===== src/rtl/core/frt_pkg.sv =====
package frt_pkg;

    // Table and buffer geometry.
    localparam int SLOTS        = 4;
    localparam int SLOT_W       = (SLOTS > 1) ? $clog2(SLOTS) : 1;
    localparam int BUFFER_BYTES = 65536;

    // Field widths fixed by the port list.
    localparam int ID_W        = 32;
    localparam int COORD_W     = 32;
    localparam int SIZE_W      = 32;
    localparam int DELTA_W     = 16;
    localparam int CFG_W       = 20;
    localparam int TIME_W      = 32;
    localparam int LEN_W       = 17;
    localparam int SLOT_OUT_W  = 2;
    localparam int MODE_W      = 2;

    // Timeout register value after reset, in milliseconds.
    localparam logic [CFG_W-1:0] TIMEOUT_RESET = CFG_W'(5000);

    // Most timeout events one tick may report.
    localparam int MAX_RES = 4;
    localparam int CNT_W   = (MAX_RES > 1) ? $clog2(MAX_RES) : 1;

    // Item kinds on the mode field.
    localparam logic [MODE_W-1:0] MODE_TICK   = 2'd0;
    localparam logic [MODE_W-1:0] MODE_HEADER = 2'd1;
    localparam logic [MODE_W-1:0] MODE_DATA   = 2'd2;

    // Event codes on the result channel.
    typedef enum logic [1:0] {
        EV_DONE    = 2'd0,
        EV_TIMEOUT = 2'd1,
        EV_RANGE   = 2'd2,
        EV_FULL    = 2'd3
    } event_t;

    // Commands from the controller to the datapath.
    typedef struct packed {
        logic   capture;
        logic   apply;
        logic   eval;
        logic   out_load;
        event_t out_kind;
        logic   out_last;
        logic   clear_cur;
        logic   pop;
    } cmd_t;

    // Status from the datapath to the controller.
    typedef struct packed {
        logic out_free;
        logic range_err;
        logic no_slot;
        logic done_ready;
        logic stale_any;
        logic stale_one;
    } sts_t;

endpackage


===== src/rtl/core/fragment_reassembly_tracker.sv =====
// Fragment reassembly tracker: follows up to four fragmented transfers by id.
// Input channel (in_valid/in_stall) carries one item per transfer: a tick
// (mode 0) with elapsed milliseconds, a header (mode 1) with flag, target
// coordinates and total size, or a data fragment (mode 2) with offset and length.
// Mode 3 items are taken and ignored. Result channel
// (out_valid/out_stall) carries events: completion, timeout, offset out of
// range, or table full; last marks the final event caused by one input item.
// A header or fragment goes from its transfer through slot lookup and update,
// then the completion check, and back to idle; a dropped item goes back to
// idle from the lookup. Its event is loaded in the last of these steps and can
// transfer in the next cycle. An event waits in the output register if the
// receiver stalls, and lookup, check or sweep holds until that register frees up.
// A tick goes through the timeout compare and then a sweep that reports one
// event per timed-out slot, up to four events; the stale slots are found in one
// parallel compare and then reported lowest first.
// in_stall is high whenever an item is in progress, so a new item is taken only
// once the last one is through. The output register lets a new item enter while
// the last event is still waiting to be taken. Reset clears the slot table, the
// clock and the output valid, and loads the timeout register with 5000 ms. The
// user must write the timeout register through cfg_valid/cfg_ready only while
// the block is idle; the block does not enforce this. cfg_ready is always high.
module fragment_reassembly_tracker (
    input  logic                               clk,
    input  logic                               rst_n,
    // Item input.
    input  logic                               in_valid,
    output logic                               in_stall,
    input  logic [frt_pkg::MODE_W-1:0]         mode,
    input  logic [frt_pkg::ID_W-1:0]           transmission_id,
    input  logic                               compressed_flag,
    input  logic signed [frt_pkg::COORD_W-1:0] coord_x,
    input  logic signed [frt_pkg::COORD_W-1:0] coord_y,
    input  logic signed [frt_pkg::COORD_W-1:0] coord_z,
    input  logic [frt_pkg::SIZE_W-1:0]         total_size,
    input  logic [frt_pkg::SIZE_W-1:0]         data_offset,
    input  logic [frt_pkg::SIZE_W-1:0]         data_length,
    input  logic [frt_pkg::DELTA_W-1:0]        delta_ms,
    // Timeout register write.
    input  logic                               cfg_valid,
    output logic                               cfg_ready,
    input  logic [frt_pkg::CFG_W-1:0]          cfg_data,
    // Event output.
    output logic                               out_valid,
    input  logic                               out_stall,
    output logic [1:0]                         event_res,
    output logic [frt_pkg::SLOT_OUT_W-1:0]     slot,
    output logic [frt_pkg::ID_W-1:0]           event_id,
    output logic                               is_compressed,
    output logic signed [frt_pkg::COORD_W-1:0] target_x,
    output logic signed [frt_pkg::COORD_W-1:0] target_y,
    output logic signed [frt_pkg::COORD_W-1:0] target_z,
    output logic [frt_pkg::LEN_W-1:0]          payload_length,
    output logic                               last
);

    frt_pkg::cmd_t cmd;
    frt_pkg::sts_t sts;

    // The register may be written at any time the block is idle, so the
    // write channel never pushes back.
    assign cfg_ready = 1'b1;

    // The controller sequences each item; all slot state and the output
    // register live in the datapath.
    frt_ctrl u_ctrl (
        .clk      (clk),
        .rst_n    (rst_n),
        .in_valid (in_valid),
        .in_mode  (mode),
        .in_stall (in_stall),
        .cmd      (cmd),
        .sts      (sts)
    );

    frt_dpath u_dpath (
        .clk             (clk),
        .rst_n           (rst_n),
        .mode            (mode),
        .transmission_id (transmission_id),
        .compressed_flag (compressed_flag),
        .coord_x         (coord_x),
        .coord_y         (coord_y),
        .coord_z         (coord_z),
        .total_size      (total_size),
        .data_offset     (data_offset),
        .data_length     (data_length),
        .delta_ms        (delta_ms),
        .cfg_we          (cfg_valid && cfg_ready),
        .cfg_data        (cfg_data),
        .cmd             (cmd),
        .sts             (sts),
        .out_stall       (out_stall),
        .out_valid       (out_valid),
        .event_res       (event_res),
        .slot            (slot),
        .event_id        (event_id),
        .is_compressed   (is_compressed),
        .target_x        (target_x),
        .target_y        (target_y),
        .target_z        (target_z),
        .payload_length  (payload_length),
        .last            (last)
    );

endmodule


===== src/rtl/core/frt_ctrl.sv =====
module frt_ctrl (
    input  logic                       clk,
    input  logic                       rst_n,
    input  logic                       in_valid,
    input  logic [frt_pkg::MODE_W-1:0] in_mode,
    output logic                       in_stall,
    output frt_pkg::cmd_t              cmd,
    input  frt_pkg::sts_t              sts
);

    typedef enum logic [2:0] {
        S_IDLE,
        S_LOOKUP,
        S_CHECK,
        S_EVAL,
        S_SWEEP
    } state_t;

    state_t                     state_reg, state_next;
    logic [frt_pkg::CNT_W-1:0]  cnt_reg, cnt_next;
    logic                       pop_last;

    assign in_stall = (state_reg != S_IDLE);
    assign pop_last = sts.stale_one || (cnt_reg == frt_pkg::CNT_W'(frt_pkg::MAX_RES - 1));

    always_comb
    begin
        cmd        = '0;
        state_next = state_reg;
        cnt_next   = cnt_reg;
        case (state_reg)
            S_IDLE:
            begin
                if (in_valid)
                begin
                    cmd.capture = 1'b1;
                    case (in_mode)
                        frt_pkg::MODE_TICK:   state_next = S_EVAL;
                        frt_pkg::MODE_HEADER: state_next = S_LOOKUP;
                        frt_pkg::MODE_DATA:   state_next = S_LOOKUP;
                        default:              state_next = S_IDLE;
                    endcase
                end
            end
            S_LOOKUP:
            begin
                if (sts.range_err || sts.no_slot)
                begin
                    if (sts.out_free)
                    begin
                        cmd.out_load = 1'b1;
                        cmd.out_kind = sts.range_err ? frt_pkg::EV_RANGE : frt_pkg::EV_FULL;
                        cmd.out_last = 1'b1;
                        state_next   = S_IDLE;
                    end
                end
                else
                begin
                    cmd.apply  = 1'b1;
                    state_next = S_CHECK;
                end
            end
            S_CHECK:
            begin
                if (!sts.done_ready)
                begin
                    state_next = S_IDLE;
                end
                else if (sts.out_free)
                begin
                    cmd.out_load  = 1'b1;
                    cmd.out_kind  = frt_pkg::EV_DONE;
                    cmd.out_last  = 1'b1;
                    cmd.clear_cur = 1'b1;
                    state_next    = S_IDLE;
                end
            end
            S_EVAL:
            begin
                cmd.eval   = 1'b1;
                cnt_next   = '0;
                state_next = S_SWEEP;
            end
            S_SWEEP:
            begin
                if (!sts.stale_any)
                begin
                    state_next = S_IDLE;
                end
                else if (sts.out_free)
                begin
                    cmd.pop      = 1'b1;
                    cmd.out_load = 1'b1;
                    cmd.out_kind = frt_pkg::EV_TIMEOUT;
                    cmd.out_last = pop_last;
                    cnt_next     = cnt_reg + 1'b1;
                    if (pop_last)
                    begin
                        state_next = S_IDLE;
                    end
                end
            end
            default:
            begin
                state_next = S_IDLE;
            end
        endcase
    end

    always_ff @(posedge clk or negedge rst_n)
    begin
        if (!rst_n)
        begin
            state_reg <= S_IDLE;
            cnt_reg   <= '0;
        end
        else
        begin
            state_reg <= state_next;
            cnt_reg   <= cnt_next;
        end
    end

endmodule


===== src/rtl/core/frt_dpath.sv =====
module frt_dpath (
    input  logic                               clk,
    input  logic                               rst_n,
    input  logic [frt_pkg::MODE_W-1:0]         mode,
    input  logic [frt_pkg::ID_W-1:0]           transmission_id,
    input  logic                               compressed_flag,
    input  logic signed [frt_pkg::COORD_W-1:0] coord_x,
    input  logic signed [frt_pkg::COORD_W-1:0] coord_y,
    input  logic signed [frt_pkg::COORD_W-1:0] coord_z,
    input  logic [frt_pkg::SIZE_W-1:0]         total_size,
    input  logic [frt_pkg::SIZE_W-1:0]         data_offset,
    input  logic [frt_pkg::SIZE_W-1:0]         data_length,
    input  logic [frt_pkg::DELTA_W-1:0]        delta_ms,
    input  logic                               cfg_we,
    input  logic [frt_pkg::CFG_W-1:0]          cfg_data,
    input  frt_pkg::cmd_t                      cmd,
    output frt_pkg::sts_t                      sts,
    input  logic                               out_stall,
    output logic                               out_valid,
    output logic [1:0]                         event_res,
    output logic [frt_pkg::SLOT_OUT_W-1:0]     slot,
    output logic [frt_pkg::ID_W-1:0]           event_id,
    output logic                               is_compressed,
    output logic signed [frt_pkg::COORD_W-1:0] target_x,
    output logic signed [frt_pkg::COORD_W-1:0] target_y,
    output logic signed [frt_pkg::COORD_W-1:0] target_z,
    output logic [frt_pkg::LEN_W-1:0]          payload_length,
    output logic                               last
);

    localparam int N  = frt_pkg::SLOTS;
    localparam int SW = frt_pkg::SLOT_W;

    function automatic logic [SW-1:0] lowest_idx(input logic [N-1:0] v);
        logic [SW-1:0] r;
        r = '0;
        for (int i = N - 1; i >= 0; i--)
        begin
            if (v[i])
            begin
                r = SW'(i);
            end
        end
        return r;
    endfunction

    // Configuration and time base.
    logic [frt_pkg::CFG_W-1:0]  timeout_reg;
    logic [frt_pkg::TIME_W-1:0] elapsed_reg;

    // Captured item.
    logic                               is_hdr_reg;
    logic                               range_reg;
    logic [frt_pkg::ID_W-1:0]           id_reg;
    logic                               comp_reg;
    logic signed [frt_pkg::COORD_W-1:0] x_reg, y_reg, z_reg;
    logic [frt_pkg::SIZE_W-1:0]         total_reg;
    logic [frt_pkg::SIZE_W-1:0]         len_reg;
    logic [frt_pkg::SIZE_W-1:0]         room_reg;

    // Slot table.
    logic [N-1:0]                       active_reg, seen_reg, stale_reg;
    logic [frt_pkg::ID_W-1:0]           ident_reg    [N];
    logic                               comp_bit_reg [N];
    logic signed [frt_pkg::COORD_W-1:0] pos_x_reg    [N];
    logic signed [frt_pkg::COORD_W-1:0] pos_y_reg    [N];
    logic signed [frt_pkg::COORD_W-1:0] pos_z_reg    [N];
    logic [frt_pkg::SIZE_W-1:0]         expected_reg [N];
    logic [frt_pkg::SIZE_W-1:0]         received_reg [N];
    logic [frt_pkg::TIME_W-1:0]         touched_reg  [N];
    logic [SW-1:0]                      cur_reg;

    logic                               out_valid_reg;

    logic [N-1:0]                       match, free, stale_next;
    logic                               hit;
    logic [SW-1:0]                      sel_idx, pop_idx, rd_idx;
    logic [frt_pkg::SIZE_W-1:0]         clip_len, base_rx;
    logic [frt_pkg::LEN_W-1:0]          clip_total;

    always_comb
    begin
        for (int i = 0; i < N; i++)
        begin
            match[i]      = active_reg[i] && (ident_reg[i] == id_reg);
            free[i]       = !active_reg[i];
            stale_next[i] = active_reg[i] &&
                            ((elapsed_reg - touched_reg[i]) > frt_pkg::TIME_W'(timeout_reg));
        end
    end

    assign hit      = |match;
    assign sel_idx  = hit ? lowest_idx(match) : lowest_idx(free);
    assign pop_idx  = lowest_idx(stale_reg);
    assign rd_idx   = cmd.pop ? pop_idx : cur_reg;
    assign clip_len = (len_reg > room_reg) ? room_reg : len_reg;
    assign base_rx  = hit ? received_reg[sel_idx] : '0;

    assign clip_total = (expected_reg[rd_idx] > frt_pkg::SIZE_W'(frt_pkg::BUFFER_BYTES)) ?
                        frt_pkg::LEN_W'(frt_pkg::BUFFER_BYTES) :
                        frt_pkg::LEN_W'(expected_reg[rd_idx]);

    assign sts.out_free   = !out_valid_reg || !out_stall;
    assign sts.range_err  = range_reg;
    assign sts.no_slot    = !hit && !(|free);
    assign sts.done_ready = seen_reg[cur_reg] && (received_reg[cur_reg] == expected_reg[cur_reg]);
    assign sts.stale_any  = |stale_reg;
    assign sts.stale_one  = ((stale_reg & (stale_reg - 1'b1)) == '0);

    assign out_valid = out_valid_reg;

    // Control state and time base.
    always_ff @(posedge clk or negedge rst_n)
    begin
        if (!rst_n)
        begin
            timeout_reg   <= frt_pkg::TIMEOUT_RESET;
            elapsed_reg   <= '0;
            active_reg    <= '0;
            seen_reg      <= '0;
            stale_reg     <= '0;
            out_valid_reg <= 1'b0;
        end
        else
        begin
            if (cfg_we)
            begin
                timeout_reg <= cfg_data;
            end
            if (cmd.capture && (mode == frt_pkg::MODE_TICK))
            begin
                elapsed_reg <= elapsed_reg + frt_pkg::TIME_W'(delta_ms);
            end
            if (cmd.apply)
            begin
                active_reg[sel_idx] <= 1'b1;
                if (is_hdr_reg)
                begin
                    seen_reg[sel_idx] <= 1'b1;
                end
            end
            if (cmd.clear_cur)
            begin
                active_reg[cur_reg] <= 1'b0;
                seen_reg[cur_reg]   <= 1'b0;
            end
            if (cmd.eval)
            begin
                stale_reg <= stale_next;
            end
            if (cmd.pop)
            begin
                active_reg[pop_idx] <= 1'b0;
                seen_reg[pop_idx]   <= 1'b0;
                stale_reg[pop_idx]  <= 1'b0;
            end
            if (cmd.out_load)
            begin
                out_valid_reg <= 1'b1;
            end
            else if (!out_stall)
            begin
                out_valid_reg <= 1'b0;
            end
        end
    end

    // Item capture and slot contents.
    always_ff @(posedge clk)
    begin
        if (cmd.capture)
        begin
            is_hdr_reg <= (mode == frt_pkg::MODE_HEADER);
            range_reg  <= (mode == frt_pkg::MODE_DATA) &&
                          (data_offset >= frt_pkg::SIZE_W'(frt_pkg::BUFFER_BYTES));
            id_reg     <= transmission_id;
            comp_reg   <= compressed_flag;
            x_reg      <= coord_x;
            y_reg      <= coord_y;
            z_reg      <= coord_z;
            total_reg  <= total_size;
            len_reg    <= data_length;
            room_reg   <= frt_pkg::SIZE_W'(frt_pkg::BUFFER_BYTES) - data_offset;
        end
        if (cmd.apply)
        begin
            cur_reg              <= sel_idx;
            touched_reg[sel_idx] <= elapsed_reg;
            if (!hit)
            begin
                ident_reg[sel_idx] <= id_reg;
            end
            if (is_hdr_reg)
            begin
                comp_bit_reg[sel_idx] <= comp_reg;
                pos_x_reg[sel_idx]    <= x_reg;
                pos_y_reg[sel_idx]    <= y_reg;
                pos_z_reg[sel_idx]    <= z_reg;
                expected_reg[sel_idx] <= total_reg;
                received_reg[sel_idx] <= base_rx;
            end
            else
            begin
                received_reg[sel_idx] <= base_rx + clip_len;
            end
        end
        if (cmd.out_load)
        begin
            event_res <= cmd.out_kind;
            last      <= cmd.out_last;
            case (cmd.out_kind)
                frt_pkg::EV_DONE:
                begin
                    slot           <= frt_pkg::SLOT_OUT_W'(rd_idx);
                    event_id       <= ident_reg[rd_idx];
                    is_compressed  <= comp_bit_reg[rd_idx];
                    target_x       <= pos_x_reg[rd_idx];
                    target_y       <= pos_y_reg[rd_idx];
                    target_z       <= pos_z_reg[rd_idx];
                    payload_length <= clip_total;
                end
                frt_pkg::EV_TIMEOUT:
                begin
                    slot           <= frt_pkg::SLOT_OUT_W'(rd_idx);
                    event_id       <= ident_reg[rd_idx];
                    is_compressed  <= 1'b0;
                    target_x       <= '0;
                    target_y       <= '0;
                    target_z       <= '0;
                    payload_length <= '0;
                end
                default:
                begin
                    slot           <= '0;
                    event_id       <= id_reg;
                    is_compressed  <= 1'b0;
                    target_x       <= '0;
                    target_y       <= '0;
                    target_z       <= '0;
                    payload_length <= '0;
                end
            endcase
        end
    end

endmodule


===== config.mk =====
export PLATFORM = sky130hd
export DESIGN_NAME = fragment_reassembly_tracker
export DESIGN_NICKNAME = d
export VERILOG_FILES = /design/src/rtl/core/frt_pkg.sv /design/src/rtl/core/fragment_reassembly_tracker.sv /design/src/rtl/core/frt_ctrl.sv /design/src/rtl/core/frt_dpath.sv
export SDC_FILE = /design/constraint.sdc
export NUM_CORES = 2
export LEC_CHECK = 0
export ABC_AREA = 1
export BUFFER_PORTS_ARGS = -buffer_cell sky130_fd_sc_hd__buf_2
export CAP_MARGIN = 20
export CORE_ASPECT_RATIO = 0.9
export CORE_MARGIN = 1
export CORE_UTILIZATION = 30
export CTS_CLUSTER_DIAMETER = 80
export DETAILED_ROUTE_END_ITERATION = 8
export GPL_ROUTABILITY_DRIVEN = 0
export PLACE_DENSITY = 0.53
export SLEW_MARGIN = 10
export SYNTH_ARGS = -nofsm -noshare
export SYNTH_HDL_FRONTEND = slang
export SYNTH_SLANG_ARGS = --single-unit

===== constraint.sdc =====
create_clock -name clk -period 14.62 [get_ports clk]
set_input_delay 2.924 -clock clk [delete_from_list [all_inputs] [get_ports clk]]
set_output_delay 2.924 -clock clk [all_outputs]
set_load 0.03 [all_outputs]

==> results.yml <==
status:
  status: "finished clean"
die:
  dieWidth_um: 506.3
  io_pins: 422
  die_h_um: 455.8
  core_mm2: 0.2274
  rows: 166
  start_util: 0.3019
  dieArea_mm2: 0.2308
pwr:
  power_leakage_nw: 32.51
  p_per_area_mw_per_mm2: 194.6
  peakVddDrop_mv: 0.1324
  p_total_w: 0.01543
critical_path:
  cp-end-kind: "flip-flop"
  reg2reg_slack_ns: 7.67
  path_max_fanout: 66
  timing.rr.end: "u_dpath.received_reg[1][27]$_DFFE_PP_"
  worstReg2RegStart: "u_dpath.id_reg[30]$_DFFE_PP_"
  reg2reg_depth: 25
  worst-setup-path-type: "flip-flop to flip-flop"
  cp-start-kind: "flip-flop"
  arrival_ns: 7.51
  required_ns: 15.18
grt:
  grt_max_degree: 148
  grt_usage: 0.1818
  grt_pass1_vias: 50109
  grt_pass1_wl_um: 317100
  antenna_found_initial: 55
  grt_overflow: 0
yosys:
  yosys_warnings: 0
  async_reset_ff_frac: 0.05178
  synth_common_cells: "nand2_1 (1,799), edfxtp_1 (1,280), inv_1 (698), a21oi_1 (542), nor2_1 (518)"
  synth_edf_count: 1280
  synth_area_per_cell_um2: 9.798
  synth_top_area_cell: "edfxtp_1"
  synth_cell_types: 73
  synth_seq_area_share: 0.5861
  syn_nets: 7566
  ys_seq_elements: 1352
  yosys-top-cells-area: "edfxtp_1 (56%), nand2_1 (9.8%), ha_1 (5.2%)"
  ys.flop_type: "edfxtp_1"
  synthCells: 7007
  netlist_area_mm2: 0.06865
  yosysMostFrequentCell: "nand2_1"
  synth_top_cell_area_share: 0.5599
timing:
  fin_crit_sh: 0.4752
  relSlewSlack: 0.2513
  skew_ns: 0.03880
  fmax_ghz: 0.1439
  tns_ns: 0
  whs_ns: 0.4677
  setup_viol_count_final: 0
  setup_ws_ns: 7.672
  rsz0062_at_grt: "false"
  finalHoldViolations: 0
  tightest_slew_ns: 1.123
  finalMaxSlewViolations: 0
  min_period_ns: 6.948
clock_tree:
  cts_buffers: 154
  ctsRootBufferMaster: "clkbuf_16"
  ctsHoldBuffers: 0
  clockBufferDepth: 3
  cts_max_level: 4
  cts_setup_buffers: 0
  clkSlewWorstSetupHoldPaths_ns: 0.06
  cts.sinks: 1352
  clk_latency_ns: 0.84
  cts_resized: 0
  cts_tree: "done"
layout:
  nets: 7985
  drive_above_1_share: 0.1092
  final_area_mm2: 0.07926
  area.growth.synth_to_final_pct: 15.45
min_path:
  worstHoldStart: "u_dpath.elapsed_reg[17]$_DFFE_PN0P_"
  whs_endpoint: "u_dpath.elapsed_reg[17]$_DFFE_PN0P_"
  holdCritPathClass: "flip-flop to flip-flop"
  whs_path_depth: 1
placed_design:
  dpl_cell_area_mm2: 0.07407
  dpl.hpwl_um: 150300
  dp_slack_ns: 7.419
  numPortBuffers: 420
routing:
  drc_errors: 0
  drt_iter0_markers: 4205
  dr.pass1.iters: 7
  drt-wirelength-per-cell_um: 20.20
  vias: 52163
  routed_via_density: 4.921
  wirelength_um: 214200
  drtAntennaViolNets: 0
job:
  drv_cap: 0
[cell families after synthesis]
group | count (synthesis) | synth area share
other | 1 | 0.00005462
buffers and inverters | 941 | 0.05466
DFF | 1352 | 0.5861
AOI/OAI and AO/OA | 1179 | 0.09309
xor gates and xnor gates | 200 | 0.02551
adders and majority gates | 291 | 0.05369
and+or+nand+nor | 3042 | 0.1868
muxes | 1 | 0.0001640
[cell usage in the layout (no fill, tap or decap), types with 155 or more instances in the layout]
master     synthesis  final
ha_1             285    285
buf_2             92    419
edfxtp_1        1280   1280
inv_1            698    689
a21oi_1          542    542
nand3_1          326    326
nor2_1           518    511
clkbuf_16          0    155
nand2_1         1799   1797
o21ai_0          418    417
[stage by stage]
step,std cells,util
after detailed placement,10293,0.3257
final,10601,0.3485
after floorplan,7007,-
after global routing,10597,0.3485
after global placement,10293,0.3257
after CTS,10577,0.3481
[metal layers]
metal / track usage / wire (µm) / up-vias / share of wire
met4: 0.07584 / 8294 / 12 / 0.039
met5: 0 / 73 / - / 0.00034
met2: 0.3050 / 103100 / 1613 / 0.48
li1: - / - / 25012 / -
met3: 0.02731 / 11090 / 376 / 0.052
met1: 0.2330 / 91560 / 25150 / 0.43
[power breakdown]
group | total [W] | switching (W) | internal (W)
Sequential | 0.00563 | 0.000458 | 0.00517
Clock | 0.00389 | 0.00164 | 0.00225
Combinational | 0.00591 | 0.00418 | 0.00173
Total | 0.0154 | 0.00628 | 0.00914
[area by class of cell]
type	instances	area, µm²
diodes	23	57.56
clock buffers	194	4075
clock inverters	90	1027
fillers	22759	148200
inverters	726	2756
multi-input cells	4714	24750
flip-flops and latches	1352	40240
well taps	3024	3784
repair buffers	478	2572
[worst max path at each step]
stage,start,to,cells after the start
floorplan,in_valid,u_dpath.comp_reg$_DFFE_PP_,2
global placement,out_stall,u_dpath.target_z[28]$_SDFFCE_PP0P_,12
detailed placement,out_stall,u_dpath.target_z[0]$_SDFFCE_PP0P_,12
CTS,u_dpath.id_reg[30]$_DFFE_PP_,u_dpath.received_reg[1][27]$_DFFE_PP_,25
global route,u_dpath.id_reg[17]$_DFFE_PP_,u_dpath.received_reg[0][23]$_DFFE_PP_,31
finish,u_dpath.id_reg[30]$_DFFE_PP_,u_dpath.received_reg[1][27]$_DFFE_PP_,25
[worst max-delay path: stages (launching register included)]
cell and delay, ns:
edfxtp_1 0.53, xnor2_1 0.58, nand3_1 0.14, nor2_1 0.13, nand3_1 0.08, nor2_1 0.24, inv_1 0.09, nand2_1 0.77
nand2_2 0.22, buf_4 0.39, nor2_2 0.42, buf_4 0.35, nand2_1 0.08, nand2_1 0.06, inv_1 0.05, a21oi_1 0.28
ha_1 0.29, nand2_1 0.11, o21ai_0 0.25, nor2_1 0.10, o21bai_1 0.34, a31o_2 0.28, nand4_1 0.16, nand3b_1 0.13
a21oi_1 0.07, a21oi_1 0.40
Power figures use the tool's default switching activity.
